==> config.mk <==
export PLATFORM = sky130hd
export DESIGN_NAME = cross_layer_resonance_update_top_flat
export DESIGN_NICKNAME = d
export VERILOG_FILES = /design/src/rtl/clru_pkg.sv /design/src/rtl/clru_stream_if.sv /design/src/rtl/cross_layer_resonance_update_top.sv /design/src/rtl/clru_ctrl.sv /design/src/rtl/clru_datapath.sv /design/src/flat_wrapper.sv
export SDC_FILE = /design/constraint.sdc
export NUM_CORES = 1
export LEC_CHECK = 0
export ABC_AREA = 1
export BUFFER_PORTS_ARGS = -buffer_cell sky130_fd_sc_hd__buf_2
export CAP_MARGIN = 15
export CORE_ASPECT_RATIO = 1.1
export CORE_MARGIN = 4
export CORE_UTILIZATION = 30
export DETAILED_ROUTE_END_ITERATION = 10
export SYNTH_ARGS = -nofsm -noshare
export SYNTH_HDL_FRONTEND = slang
export SYNTH_SLANG_ARGS = --single-unit
==> constraint.sdc <==
create_clock -name clk -period 7.8 [get_ports clk]
set_input_delay 1.56 -clock clk [delete_from_list [all_inputs] [get_ports clk]]
set_output_delay 1.56 -clock clk [all_outputs]
set_load 0.005 [all_outputs]
==> src/rtl/clru_pkg.sv <==
// Package for the cross-layer resonance update block.
// Holds sizes, fixed-point constants, codes, command/status structs and the coupling table.
// No dependencies; every other file uses it by scoped names.
package clru_pkg;

  // Sizes of the layer walk and of the fixed-point format.
  localparam int NUM_LAYERS = 8;
  localparam int FRAC_BITS  = 15;
  localparam int ROM_DEPTH  = 8;
  localparam int ROM_IDX_W  = $clog2(ROM_DEPTH);
  localparam int LIDX_W     = $clog2(NUM_LAYERS);

  // Field widths of the channels and the configuration port.
  localparam int LAYER_W   = 6;
  localparam int ENT_W     = 16;
  localparam int CFG_W     = 16;
  localparam int CFG_IDX_W = 1;

  // Datapath widths: a value of plus or minus one, one guard bit, and the product.
  localparam int VAL_W  = FRAC_BITS + 2;
  localparam int ACC_W  = VAL_W + 1;
  localparam int PROD_W = ACC_W + VAL_W;

  // One in unsigned and signed forms.
  localparam logic [ENT_W-1:0]        ONE_U   = ENT_W'(1 << FRAC_BITS);
  localparam logic signed [ACC_W-1:0] ONE_ACC = ACC_W'(1 << FRAC_BITS);

  // Configuration register indexes.
  typedef enum logic [CFG_IDX_W-1:0] {
    CFG_SPEED   = 1'b0,
    CFG_DAMPING = 1'b1
  } clru_cfg_idx_t;

  // Controller states: accept, three multiplies per layer, then write back.
  typedef enum logic [2:0] {
    ST_IDLE,
    ST_MUL_COUP,
    ST_MUL_SPEED,
    ST_MUL_KEEP,
    ST_WRITE
  } clru_state_t;

  // Operand selection for the shared multiplier.
  typedef enum logic [1:0] {
    OP_COUP,
    OP_SPEED,
    OP_KEEP
  } clru_mul_op_t;

  // Commands from controller to datapath.
  typedef struct packed {
    logic                    load_item;
    logic                    mul_en;
    clru_mul_op_t            mul_op;
    logic                    write_result;
    logic                    last;
    logic [LIDX_W-1:0]       layer;
  } clru_cmd_t;

  // Status from datapath to controller.
  typedef struct packed {
    logic src_ok;
    logic out_free;
  } clru_status_t;

  // exp(-d*d/2) with 24 fractional bits, d = 0 .. ROM_DEPTH-1.
  localparam logic [31:0] COUPLING_Q24 [ROM_DEPTH] = '{
    32'd16777216, 32'd10175896, 32'd2270549, 32'd186378,
    32'd5628,     32'd63,       32'd0,       32'd0
  };

  // Coupling for a layer distance, rounded to FRAC_BITS; zero beyond the table.
  function automatic logic [ENT_W-1:0] coupling_at(input logic [LAYER_W-1:0] d);
    localparam int SH = 24 - FRAC_BITS;
    logic [31:0] q;
    logic [31:0] r;
    if ({1'b0, d} < (LAYER_W+1)'(ROM_DEPTH)) begin
      q = COUPLING_Q24[d[ROM_IDX_W-1:0]];
    end else begin
      q = '0;
    end
    if (SH > 0) begin
      r = (q + (32'd1 << (SH - 1))) >> SH;
    end else begin
      r = q;
    end
    return ENT_W'(r);
  endfunction

endpackage

==> src/rtl/clru_stream_if.sv <==
// Valid/ready channel interfaces for the resonance update block.
// Depends on clru_pkg for the field widths.
interface clru_in_if;
  logic                          valid;
  logic                          ready;
  logic [clru_pkg::LAYER_W-1:0]  src_layer;
  logic [clru_pkg::ENT_W-1:0]    entropy;

  modport source(output valid, src_layer, entropy, input ready);
  modport sink(input valid, src_layer, entropy, output ready);
endinterface

interface clru_out_if;
  logic                               valid;
  logic                               ready;
  logic [clru_pkg::LAYER_W-1:0]       layer_index;
  logic signed [clru_pkg::VAL_W-1:0]  resonance;
  logic                               last;

  modport source(output valid, layer_index, resonance, last, input ready);
  modport sink(input valid, layer_index, resonance, last, output ready);
endinterface

==> src/rtl/cross_layer_resonance_update_top.sv <==
// Top level of the cross-layer resonance update block.
// Depends on clru_pkg, clru_stream_if, clru_ctrl and clru_datapath.
//
//   Channel  Direction  Beat contents
//   upd_in   sink       src_layer, entropy
//   upd_out  source     layer_index, resonance, last
//   cfg      write      cfg_we, cfg_index, cfg_data
//
// An item in range walks all NUM_LAYERS layers: each layer uses the one shared multiplier
// three times, then a write-back. An item whose source layer is out of range is taken in
// the idle state and yields no beat. Reset is synchronous; it clears the resonance store,
// the output valid flag and the controller, and loads the speed and damping defaults.
// A stalled output holds the walk in its write-back step; a new item is taken only
// after the last layer's beat has been registered.
module cross_layer_resonance_update_top (
  input  logic                             clk,
  input  logic                             rst,
  clru_in_if.sink                          upd_in,
  clru_out_if.source                       upd_out,
  input  logic                             cfg_we,
  input  logic [clru_pkg::CFG_IDX_W-1:0]   cfg_index,
  input  logic [clru_pkg::CFG_W-1:0]       cfg_data
);

  clru_pkg::clru_cmd_t    cmd;
  clru_pkg::clru_status_t status;

  clru_ctrl u_ctrl (
    .clk      (clk),
    .rst      (rst),
    .in_valid (upd_in.valid),
    .in_ready (upd_in.ready),
    .status   (status),
    .cmd      (cmd)
  );

  clru_datapath u_datapath (
    .clk             (clk),
    .rst             (rst),
    .cfg_we          (cfg_we),
    .cfg_index       (cfg_index),
    .cfg_data        (cfg_data),
    .in_src_layer    (upd_in.src_layer),
    .in_entropy      (upd_in.entropy),
    .cmd             (cmd),
    .status          (status),
    .out_valid       (upd_out.valid),
    .out_ready       (upd_out.ready),
    .out_layer_index (upd_out.layer_index),
    .out_resonance   (upd_out.resonance),
    .out_last        (upd_out.last)
  );

`ifndef SYNTHESIS
  // A result is never written over a beat that is still waiting.
  a_no_overwrite: assert property (@(posedge clk) disable iff (rst)
    cmd.write_result |-> status.out_free)
    else $error("result written over a pending beat");

  // An accepted item in range makes the block busy.
  a_busy_after_accept: assert property (@(posedge clk) disable iff (rst)
    (upd_in.valid && upd_in.ready && status.src_ok) |=> !upd_in.ready)
    else $error("input still ready after starting an update");

  // The last beat reports the final layer.
  a_last_layer: assert property (@(posedge clk) disable iff (rst)
    (upd_out.valid && upd_out.last) |->
      (upd_out.layer_index == clru_pkg::LAYER_W'(clru_pkg::NUM_LAYERS - 1)))
    else $error("last flag on a layer other than the final one");

  // The written value lies within plus or minus one.
  a_clamped: assert property (@(posedge clk) disable iff (rst)
    cmd.write_result |=>
      (upd_out.resonance <= clru_pkg::VAL_W'(1 << clru_pkg::FRAC_BITS) &&
       upd_out.resonance >= -$signed(clru_pkg::VAL_W'(1 << clru_pkg::FRAC_BITS))))
    else $error("resonance outside plus or minus one");
`endif

endmodule

==> src/rtl/clru_ctrl.sv <==
// Controller for the resonance update: walks the layers and sequences the shared multiplier.
// Depends on clru_pkg for the state type and the command/status structs.
module clru_ctrl (
  input  logic                   clk,
  input  logic                   rst,
  input  logic                   in_valid,
  output logic                   in_ready,
  input  clru_pkg::clru_status_t status,
  output clru_pkg::clru_cmd_t    cmd
);

  clru_pkg::clru_state_t            state;
  clru_pkg::clru_state_t            state_next;
  logic [clru_pkg::LIDX_W-1:0]      layer;
  logic [clru_pkg::LIDX_W-1:0]      layer_next;
  logic                             at_last;

  assign at_last = (layer == clru_pkg::LIDX_W'(clru_pkg::NUM_LAYERS - 1));

  // State and layer counter registers.
  always_ff @(posedge clk) begin
    if (rst) begin
      state <= clru_pkg::ST_IDLE;
      layer <= '0;
    end else begin
      state <= state_next;
      layer <= layer_next;
    end
  end

  // Next state and next layer.
  always_comb begin
    state_next = state;
    layer_next = layer;
    unique case (state)
      clru_pkg::ST_IDLE: begin
        layer_next = '0;
        if (in_valid && status.src_ok) begin
          state_next = clru_pkg::ST_MUL_COUP;
        end
      end
      clru_pkg::ST_MUL_COUP:  state_next = clru_pkg::ST_MUL_SPEED;
      clru_pkg::ST_MUL_SPEED: state_next = clru_pkg::ST_MUL_KEEP;
      clru_pkg::ST_MUL_KEEP:  state_next = clru_pkg::ST_WRITE;
      clru_pkg::ST_WRITE: begin
        if (status.out_free) begin
          if (at_last) begin
            state_next = clru_pkg::ST_IDLE;
            layer_next = '0;
          end else begin
            state_next = clru_pkg::ST_MUL_COUP;
            layer_next = layer + 1'b1;
          end
        end
      end
      default: state_next = clru_pkg::ST_IDLE;
    endcase
  end

  // Commands to the datapath.
  always_comb begin
    in_ready         = 1'b0;
    cmd.load_item    = 1'b0;
    cmd.mul_en       = 1'b0;
    cmd.mul_op       = clru_pkg::OP_COUP;
    cmd.write_result = 1'b0;
    cmd.last         = at_last;
    cmd.layer        = layer;
    unique case (state)
      clru_pkg::ST_IDLE: begin
        in_ready      = 1'b1;
        cmd.load_item = in_valid;
      end
      clru_pkg::ST_MUL_COUP: begin
        cmd.mul_en = 1'b1;
        cmd.mul_op = clru_pkg::OP_COUP;
      end
      clru_pkg::ST_MUL_SPEED: begin
        cmd.mul_en = 1'b1;
        cmd.mul_op = clru_pkg::OP_SPEED;
      end
      clru_pkg::ST_MUL_KEEP: begin
        cmd.mul_en = 1'b1;
        cmd.mul_op = clru_pkg::OP_KEEP;
      end
      clru_pkg::ST_WRITE: begin
        cmd.write_result = status.out_free;
      end
      default: begin
        in_ready = 1'b0;
      end
    endcase
  end

endmodule

==> src/rtl/clru_datapath.sv <==
// Datapath for the resonance update: config registers, resonance store, shared multiplier,
// clamp and the output register. Depends on clru_pkg.
module clru_datapath (
  input  logic                                clk,
  input  logic                                rst,
  input  logic                                cfg_we,
  input  logic [clru_pkg::CFG_IDX_W-1:0]      cfg_index,
  input  logic [clru_pkg::CFG_W-1:0]          cfg_data,
  input  logic [clru_pkg::LAYER_W-1:0]        in_src_layer,
  input  logic [clru_pkg::ENT_W-1:0]          in_entropy,
  input  clru_pkg::clru_cmd_t                 cmd,
  output clru_pkg::clru_status_t              status,
  output logic                                out_valid,
  input  logic                                out_ready,
  output logic [clru_pkg::LAYER_W-1:0]        out_layer_index,
  output logic signed [clru_pkg::VAL_W-1:0]   out_resonance,
  output logic                                out_last
);

  localparam int AW = clru_pkg::ACC_W;
  localparam int VW = clru_pkg::VAL_W;
  localparam int EW = clru_pkg::ENT_W;

  logic [clru_pkg::CFG_W-1:0]          speed_reg;
  logic [clru_pkg::CFG_W-1:0]          damping_reg;
  logic [clru_pkg::LAYER_W-1:0]        src_reg;
  logic signed [VW-1:0]                signal_reg;
  logic signed [VW-1:0]                store [clru_pkg::NUM_LAYERS];
  logic signed [clru_pkg::PROD_W-1:0]  prod;

  logic [EW-1:0]                       ent_sat;
  logic signed [AW-1:0]                signal_wide;
  logic [EW-1:0]                       speed_eff;
  logic [EW-1:0]                       damp_sat;
  logic [EW-1:0]                       keep;
  logic [clru_pkg::LAYER_W-1:0]        layer_ext;
  logic [clru_pkg::LAYER_W-1:0]        layer_dist;
  logic [EW-1:0]                       coup;
  logic signed [clru_pkg::PROD_W-1:0]  prod_sh;
  logic signed [AW-1:0]                prod_lo;
  logic signed [AW-1:0]                sum;
  logic signed [AW-1:0]                mul_a;
  logic signed [VW-1:0]                mul_b;
  logic signed [AW-1:0]                clamped;

  // Saturate the gains and the entropy to one; the signal is 2*entropy - 1.
  assign ent_sat     = (in_entropy > clru_pkg::ONE_U) ? clru_pkg::ONE_U : in_entropy;
  assign signal_wide = $signed({1'b0, ent_sat, 1'b0}) - clru_pkg::ONE_ACC;
  assign speed_eff   = (speed_reg > clru_pkg::ONE_U) ? clru_pkg::ONE_U : speed_reg;
  assign damp_sat    = (damping_reg > clru_pkg::ONE_U) ? clru_pkg::ONE_U : damping_reg;
  assign keep        = clru_pkg::ONE_U - damp_sat;

  // Layer distance and its coupling.
  assign layer_ext  = clru_pkg::LAYER_W'(cmd.layer);
  assign layer_dist = (src_reg >= layer_ext) ? (src_reg - layer_ext) : (layer_ext - src_reg);
  assign coup       = clru_pkg::coupling_at(layer_dist);

  // Floor shift of the last product and the sum with the stored resonance.
  assign prod_sh = prod >>> clru_pkg::FRAC_BITS;
  assign prod_lo = prod_sh[AW-1:0];
  assign sum     = {store[cmd.layer][VW-1], store[cmd.layer]} + prod_lo;

  // Operand selection for the shared multiplier.
  always_comb begin
    unique case (cmd.mul_op)
      clru_pkg::OP_COUP: begin
        mul_a = {signal_reg[VW-1], signal_reg};
        mul_b = $signed({1'b0, coup});
      end
      clru_pkg::OP_SPEED: begin
        mul_a = prod_lo;
        mul_b = $signed({1'b0, speed_eff});
      end
      clru_pkg::OP_KEEP: begin
        mul_a = sum;
        mul_b = $signed({1'b0, keep});
      end
      default: begin
        mul_a = '0;
        mul_b = '0;
      end
    endcase
  end

  // Clamp the damped value to plus or minus one.
  always_comb begin
    if (prod_lo > clru_pkg::ONE_ACC) begin
      clamped = clru_pkg::ONE_ACC;
    end else if (prod_lo < -clru_pkg::ONE_ACC) begin
      clamped = -clru_pkg::ONE_ACC;
    end else begin
      clamped = prod_lo;
    end
  end

  // Configuration registers.
  always_ff @(posedge clk) begin
    if (rst) begin
      speed_reg   <= clru_pkg::CFG_W'(9830);
      damping_reg <= clru_pkg::CFG_W'(3277);
    end else if (cfg_we) begin
      if (cfg_index == clru_pkg::CFG_SPEED) begin
        speed_reg <= cfg_data;
      end
      if (cfg_index == clru_pkg::CFG_DAMPING) begin
        damping_reg <= cfg_data;
      end
    end
  end

  // Item registers and the product register.
  always_ff @(posedge clk) begin
    if (cmd.load_item) begin
      src_reg    <= in_src_layer;
      signal_reg <= signal_wide[VW-1:0];
    end
    if (cmd.mul_en) begin
      prod <= mul_a * mul_b;
    end
  end

  // Resonance store, cleared by reset.
  always_ff @(posedge clk) begin
    if (rst) begin
      for (int i = 0; i < clru_pkg::NUM_LAYERS; i++) begin
        store[i] <= '0;
      end
    end else if (cmd.write_result) begin
      store[cmd.layer] <= clamped[VW-1:0];
    end
  end

  // Output register: one beat held until taken.
  always_ff @(posedge clk) begin
    if (rst) begin
      out_valid <= 1'b0;
    end else if (cmd.write_result) begin
      out_valid <= 1'b1;
    end else if (out_ready) begin
      out_valid <= 1'b0;
    end
  end

  always_ff @(posedge clk) begin
    if (cmd.write_result) begin
      out_layer_index <= layer_ext;
      out_resonance   <= clamped[VW-1:0];
      out_last        <= cmd.last;
    end
  end

  // Status to the controller.
  assign status.src_ok   = ({1'b0, in_src_layer} <
                            (clru_pkg::LAYER_W+1)'(clru_pkg::NUM_LAYERS));
  assign status.out_free = !out_valid || out_ready;

endmodule

==> src/flat_wrapper.sv <==
// flat-port wrapper written by rule: the top's interface ports become plain ports
module cross_layer_resonance_update_top_flat 
  (clk, rst, cfg_we, cfg_index, cfg_data, upd_in_valid, upd_in_src_layer, upd_in_entropy, upd_in_ready, upd_out_valid, upd_out_layer_index, upd_out_resonance, upd_out_last, upd_out_ready);
  clru_in_if upd_in_i ();
  clru_out_if upd_out_i ();
  input  logic clk;
  input  logic rst;
  input  logic cfg_we;
  input  logic [clru_pkg::CFG_IDX_W-1:0] cfg_index;
  input  logic [clru_pkg::CFG_W-1:0] cfg_data;
  input wire logic [$bits(upd_in_i.valid)-1:0] upd_in_valid;
  input wire logic [$bits(upd_in_i.src_layer)-1:0] upd_in_src_layer;
  input wire logic [$bits(upd_in_i.entropy)-1:0] upd_in_entropy;
  output wire logic [$bits(upd_in_i.ready)-1:0] upd_in_ready;
  output wire logic [$bits(upd_out_i.valid)-1:0] upd_out_valid;
  output wire logic [$bits(upd_out_i.layer_index)-1:0] upd_out_layer_index;
  output wire logic [$bits(upd_out_i.resonance)-1:0] upd_out_resonance;
  output wire logic [$bits(upd_out_i.last)-1:0] upd_out_last;
  input wire logic [$bits(upd_out_i.ready)-1:0] upd_out_ready;
  assign upd_in_i.valid = upd_in_valid;
  assign upd_in_i.src_layer = upd_in_src_layer;
  assign upd_in_i.entropy = upd_in_entropy;
  assign upd_in_ready = upd_in_i.ready;
  assign upd_out_valid = upd_out_i.valid;
  assign upd_out_layer_index = upd_out_i.layer_index;
  assign upd_out_resonance = upd_out_i.resonance;
  assign upd_out_last = upd_out_i.last;
  assign upd_out_i.ready = upd_out_ready;
  cross_layer_resonance_update_top u_core (.clk(clk), .rst(rst), .upd_in(upd_in_i), .upd_out(upd_out_i), .cfg_we(cfg_we), .cfg_index(cfg_index), .cfg_data(cfg_data));
endmodule
==> results.tsv, run 1 <==
stage	metric	value	unit
sta	worstMarginPinSlew	1020	ps
cells_and_area	fill_cells	7475	
cells_and_area	post-route-util	39.5	%
synth	yosys-top-cells-count	inv_1 (569), nor2_1 (472), nand2_1 (398), fa_1 (278), edfxtp_1 (197)	
synth	synthArstFlopShare	0	%
power	vdd_drop_max	0.281	mV
grt	grt_overflow	0	
power	power	8.86	mW
cells_and_area	syn_to_final_growth	30.3	%
grt	track_usage	17.5	%
critical_path	cp_slowest_cell	fa_1	
detailed_routing	drc_errors	0	
clocking	clkTransAtPathRegs	60	ps
outcome	status	complete, but fails checks	
sta	fin_hold_ws	484	ps
place	gp_congestion	0.937	
clocking	htree_num_levels	1	
die	core	74900	um^2
detailed_routing	ant_nets	0	
synth	synthesis.area	22700	um^2
sta	hold_viol	0	
cells_and_area	largest_register	u_core.u_datapath.store	
clocking	clk_latency	580	ps
sta	setup_viol	12	
sta	rsz0062_at_grt	true	
clocking	cts_tree	yes	
die	die_area	80300	um^2
critical_path	crit_family	adder cells	
sta	setup_ws	-111	ps
synth	synth_top_area_cell	edfxtp_1	
die	rows	105	
clocking	numCtsBuffers	28	
sta	min_period	7910	ps
grt	grt_pass1_vias	20300	
detailed_routing	drtIter0Drc	1411	
clocking	postCtsHoldBufs	0	
die	fp.dieW	270	um
clocking	cts_sinks	239	
sta	period_share	101	%
clocking	cts-root-buf	clkbuf_16	
place	hpwlAfterDp	56.0	mm
cells_and_area	layout.cells.non_filler	4094	
detailed_routing	firstDrtPassIters	5	
place	dpl.cell_count	3995	
critical_path	critical_path_peak_fanout	7	
power	p_leak	14.1	nW
synth	synth_cells	2692	
detailed_routing	wire_per_inst	17.3	um
synth	ys_warn_count	0	
synth	ys_dominant_reg_cell	edfxtp_1	
grt	grt_max_degree	45	
sta	fmax	126	MHz
sta	slew_headroom	31.7	%
place	port_buffers	66	
detailed_routing	via_per_inst	4.73	
critical_path	start_kind	flop	
power	pwr_density_cell	299	nW/um^2
sta	clock_skew	14.3	ps
sta	slew_violations	0	
critical_path	path_buf_inv	13	
cells_and_area	n_antenna_cell	0	
synth	synth_cell_types	54	
critical_path	crit_path_max_incr_delay	520	ps
die	boundaryPins	70	
detailed_routing	routed_wl	70.7	mm
synth	ys_seq_area_share	29.7	%
cells_and_area	largest_register_ffs	136	
critical_path	critPathKind	flop to flop	
synth	yosysMostFrequentCell	inv_1	
grt	antenna_found_initial	0	
critical_path	cp-end-kind	flop	
critical_path	cp.required	8100	ps
synth	synth.avg_cell_area	8.45	um^2
flow_run	cap_violations	0	
detailed_routing	num_vias	19400	
synth	synth_top_area_share	26.0	%
critical_path	crit_arrival	8210	ps
clocking	cts_buffer_depth	3	
cells_and_area	fin_nets	3547	
outcome	violations	setup timing	
synth	synth-edff-count	197	
die	start_util	30.4	%
grt	grt_pass1_wl	112	mm
cells_and_area	drive_gt1_share	26.3	%
critical_path	crit_path_frequent_cell	fa_1	
cells_and_area	reg.largest.list	u_core.u_datapath.store (136), u_core.u_datapath.prod (18), u_core.u_datapath.out_resonance (17)	
die	die_h	297	um
synth	ys_ff_latch	239	
hold_path	hold_path.class	flop to flop	
synth	synthTopCellsByArea	edfxtp_1 (26%), fa_1 (24%), inv_1 (9.4%)	
sta	tns	-656	ps
[through the flow]
stage | cell area, um^2 | setup WS, ps
5_1_grt | 29600 | -447
3_5_place_dp | 26700 | -654
2_1_floorplan | 22700 | 6.20
3_3_place_gp | 26700 | -575
6_report | 29600 | -111
4_1_cts | 28800 | -70.2
[kinds of logic (layout without fill, tap and decap cells)]
family	count (synthesis)	in the layout	share of synthesized area (%)
AOI/OAI and AO/OA	308	308	7.68
DFF	239	239	29.7
adders and majority gates	394	394	30.9
xor gates and xnor gates	42	42	1.62
other	1	3	0.0165
buffers and inverters	675	1112	11.6
and+or+nand+nor	1033	1033	18.5
[routing by layer]
layer	global-route usage, %	share of wire [%]
met1	22.5	42
met2	30.7	49
met3	1.67	4.9
met4	6.57	4.6
met5	0	0
[worst reg2reg max path: cells and delay by family, from the launching register on]
| family | cells | cell delay [ps] |
|---|---|---|
| fa+ha+maj | 8 | 3520 |
| buf+inv | 13 | 1250 |
| flops | 1 | 420 |
| compound gates | 10 | 1410 |
| simple gates | 8 | 850 |
| xor+xnor | 1 | 190 |
[placed cells by master, fill, tap and decap left out, types with 8 or more instances in the layout]
cell type	Yosys	final
buf_12	1	18
ha_4	0	28
buf_6	3	24
buf_4	7	356
nor2_4	1	15
nor4_1	11	10
nor3_1	28	20
dfxtp_1	42	40
nand2_1	398	357
clkbuf_16	0	30
a31oi_2	0	8
fa_2	0	11
nor2_1	472	450
nand3_1	68	57
edfxtp_1	197	197
o22ai_1	19	15
xnor2_1	16	12
a21oi_1	81	43
xor2_1	26	19
fa_1	278	267
inv_2	13	45
o21ai_1	5	29
a31oi_1	23	13
buf_2	31	66
o21ai_0	140	102
nand3_2	3	12
nand2_2	26	53
o21ai_2	0	14
clkinv_1	5	10
ha_1	116	87
nand2_4	1	15
nand4_1	9	9
a21oi_2	3	35
inv_1	569	531
nor2_2	5	13
[timing repair]
action	CTS	global route
buffers inserted	22	20
pin swaps	123	107
cloned	5	1
setup endpoints to repair	17	18
gates resized for setup	219	161
[path summary, 6_finish.rpt]
check | start | to | slack, ps | cells past startpoint
worst max register to register | flop | u_core.u_datapath.prod[31] | -110 | 40
worst min register to register | u_core.u_datapath.damping_reg[14] | u_core.u_datapath.damping_reg[14] | 480 | 2
worst min-delay path | u_core.u_datapath.damping_reg[14] | u_core.u_datapath.damping_reg[14] | 480 | 2
worst max-delay path | flop | u_core.u_datapath.prod[31] | -110 | 40
[cell type report]
| class | instances | area, um^2 | share of cell area, % |
|---|---|---|---|
| sequential | 239 | 6760 | 22.8 |
| inverter | 587 | 2230 | 7.52 |
| clock buffer | 39 | 793 | 2.68 |
| tap | 963 | 1200 | 4.07 |
| timing repair buffer | 473 | 3850 | 13.0 |
| multi-input combinational | 1780 | 14700 | 49.5 |
| clock inverter | 13 | 113 | 0.380 |
[power by group]
part / total (mW) / switching (mW) / internal [mW] / leakage [nW]
clock network: 1.28 / 0.540 / 0.743 / 0.444
logic: 5.88 / 3.30 / 2.58 / 11.3
registers: 1.70 / 0.125 / 1.58 / 2.33
No activity file was read; power rests on OpenSTA's default activity.
==> inputs of run 2 (changes only) <==
CORE_ASPECT_RATIO = unset   (was 1.1)
==> results.tsv, run 2 (synthesis gave the netlist of run 1 again) <==
stage	metric	value	unit	change
outcome	status	complete, but fails checks		unchanged
outcome	violations	setup timing		unchanged
critical_path	start_kind	flop		unchanged
sta	clock_skew	30.3	ps	was 14.3 ps
power	p_leak	13.7	nW	was 14.1 nW
critical_path	cp.required	8070	ps	was 8100 ps
sta	fmax	127	MHz	was 126 MHz
detailed_routing	ant_nets	0		unchanged
clocking	cts-root-buf	clkbuf_16		unchanged
die	fp.dieW	283	um	was 270 um
sta	setup_viol	3		was 12
clocking	cts_buffer_depth	3		unchanged
cells_and_area	largest_register	u_core.u_datapath.store		unchanged
hold_path	hold_path.class	flop to flop		unchanged
grt	grt_overflow	0		unchanged
critical_path	r2r_cells	43		was 40
cells_and_area	final_common_cell	inv_1		unchanged
critical_path	crit_path_max_incr_delay	560	ps	was 520 ps
critical_path	cp-end-kind	flop		unchanged
detailed_routing	routed_wl	70.5	mm	was 70.7 mm
sta	min_period	7850	ps	was 7910 ps
clocking	cts_sinks	239		unchanged
cells_and_area	fin_nets	3485		was 3547
place	post_dp_cell_area	26400	um^2	was 26700 um^2
cells_and_area	drive_gt1_share	26.4	%	was 26.3%
die	die_area	80300	um^2	about the same
clocking	clkTransAtPathRegs	70	ps	was 60 ps
place	pre_cts_ws	-584	ps	was -654 ps
sta	slew_violations	0		unchanged
critical_path	crit_family	adder cells		unchanged
power	vdd_drop_max	0.200	mV	was 0.281 mV
critical_path	critical_path_peak_fanout	8		was 7
sta	rsz0062_at_grt	true		unchanged
sta	hold_viol	0		unchanged
sta	worstMarginPinSlew	956	ps	was 1020 ps
grt	grt_pass1_wl	107	mm	was 112 mm
sta	slew_headroom	36.1	%	was 31.7%
cells_and_area	reg.largest.list	u_core.u_datapath.store (136), u_core.u_datapath.prod (18), u_core.u_datapath.out_resonance (17)		unchanged
sta	setup_ws	-49.7	ps	was -111 ps
clocking	clk_latency	550	ps	was 580 ps
hold_path	min_to	u_core.u_datapath.damping_reg[14]		unchanged
place	hpwlAfterDp	55.5	mm	was 56.0 mm
cells_and_area	fill_cells	7461		was 7475
clocking	htree_num_levels	1		unchanged
cells_and_area	final_cell_area	29300	um^2	was 29600 um^2
die	core	74800	um^2	was 74900 um^2
detailed_routing	drtIter0Drc	1257		was 1411
detailed_routing	num_vias	19000		was 19400
die	die_h	283	um	was 297 um
flow_run	cap_violations	0		unchanged
place	dpl.cell_count	3946		was 3995
clocking	numCtsBuffers	23		was 28
detailed_routing	wire_per_inst	17.5	um	was 17.3 um
sta	fin_hold_ws	481	ps	was 484 ps
cells_and_area	syn_to_final_growth	28.8	%	was 30.3%
grt	antenna_found_initial	0		unchanged
power	pwr_density_cell	291	nW/um^2	was 299 nW/um^2
critical_path	r2r_setup_slack	-50	ps	was -110 ps
die	boundaryPins	70		unchanged
power	power	8.50	mW	was 8.86 mW
critical_path	crit_arrival	8120	ps	was 8210 ps
critical_path	r2r_end	u_core.u_datapath.prod[29]		was u_core.u_datapath.prod[31]
sta	period_share	101	%	about the same
detailed_routing	drc_errors	0		unchanged
place	gp_congestion	0.929		was 0.937
hold_path	holdCritStartpoint	u_core.u_datapath.damping_reg[14]		unchanged
cells_and_area	final_cell_mix	inv_1 (512), nor2_1 (439), nand2_1 (349)		was inv_1 (531), nor2_1 (450), nand2_1 (357)
grt	grt_max_degree	45		unchanged
grt	grt_pass1_vias	19200		was 20300
detailed_routing	firstDrtPassIters	7		was 5
cells_and_area	largest_register_ffs	136		unchanged
clocking	cts_tree	yes		unchanged
detailed_routing	via_per_inst	4.72		was 4.73
place	port_buffers	66		unchanged
grt	track_usage	16.8	%	was 17.5%
hold_path	min_path_cells	2		unchanged
critical_path	cp_slowest_cell	fa_1		unchanged
die	rows	100		was 105
die	start_util	30.4	%	about the same
cells_and_area	layout.cells.non_filler	4034		was 4094
critical_path	path_buf_inv	11		was 13
critical_path	critPathKind	flop to flop		unchanged
## run 2: area by class of cell
class,count,area (um^2),area share [%]
multi-input combinational,1780,14800,50.5
sequential,239,6760,23.1
timing repair buffer,416,3530,12.0
inverter,587,2240,7.65
tap,969,1210,4.14
clock buffer,27,591,2.02
clock inverter,15,161,0.551
antenna,1,2.50,0.00855
## run 2: power breakdown
part	switching, mW	internal, mW	total, mW
registers	0.113	1.58	1.69
logic	3.22	2.45	5.66
clock network	0.505	0.646	1.15
## run 2: layer usage
layer | share of wire (%) | GRT usage (%)
met5 | 0 | 0
met1 | 44 | 23.6
met3 | 6.8 | 2.77
met2 | 46 | 27.6
met4 | 2.4 | 3.40
## run 2: stage by stage
step	setup TNS (ps)	utilization [%]
6_report	-116	39.1
5_1_grt	-3810	39.1
4_1_cts	-298	37.2
3_5_place_dp	-6540	35.3
3_3_place_gp	-5310	35.3
2_1_floorplan	0	-
## run 2: how the worst max path moves through the flow
stage          startpoint                    endpoint  slack (ps)  cells past startpoint
2_1_floorplan        flop  u_core.u_datapath.prod[31]           6                     43
3_3_place_gp         flop  u_core.u_datapath.prod[29]        -530                     37
3_5_place_dp         flop  u_core.u_datapath.prod[24]        -580                     35
4_1_cts              flop  u_core.u_datapath.prod[30]         -50                     42
5_1_grt              flop  u_core.u_datapath.prod[32]        -370                     42
6_report             flop  u_core.u_datapath.prod[29]         -50                     43
## run 2: worst reg2reg max path: cells and delay by family (launching register included)
kind	cells	cell delay (ps)
buffers and inverters	11	1020
flip-flops	1	430
AO/OA/AOI/OAI	7	900
AND/OR/NAND/NOR	16	1460
adder cells (fa/ha/maj)	8	3610
XOR/XNOR	1	130
## run 2: what timing repair did
action                                  CTS  global route
gates resized for setup                 123           320
hold buffers                              0             0
pin swaps                                33           225
setup buffers                             4            36
cloned                                    1             3
endpoints found under the setup margin   18            18
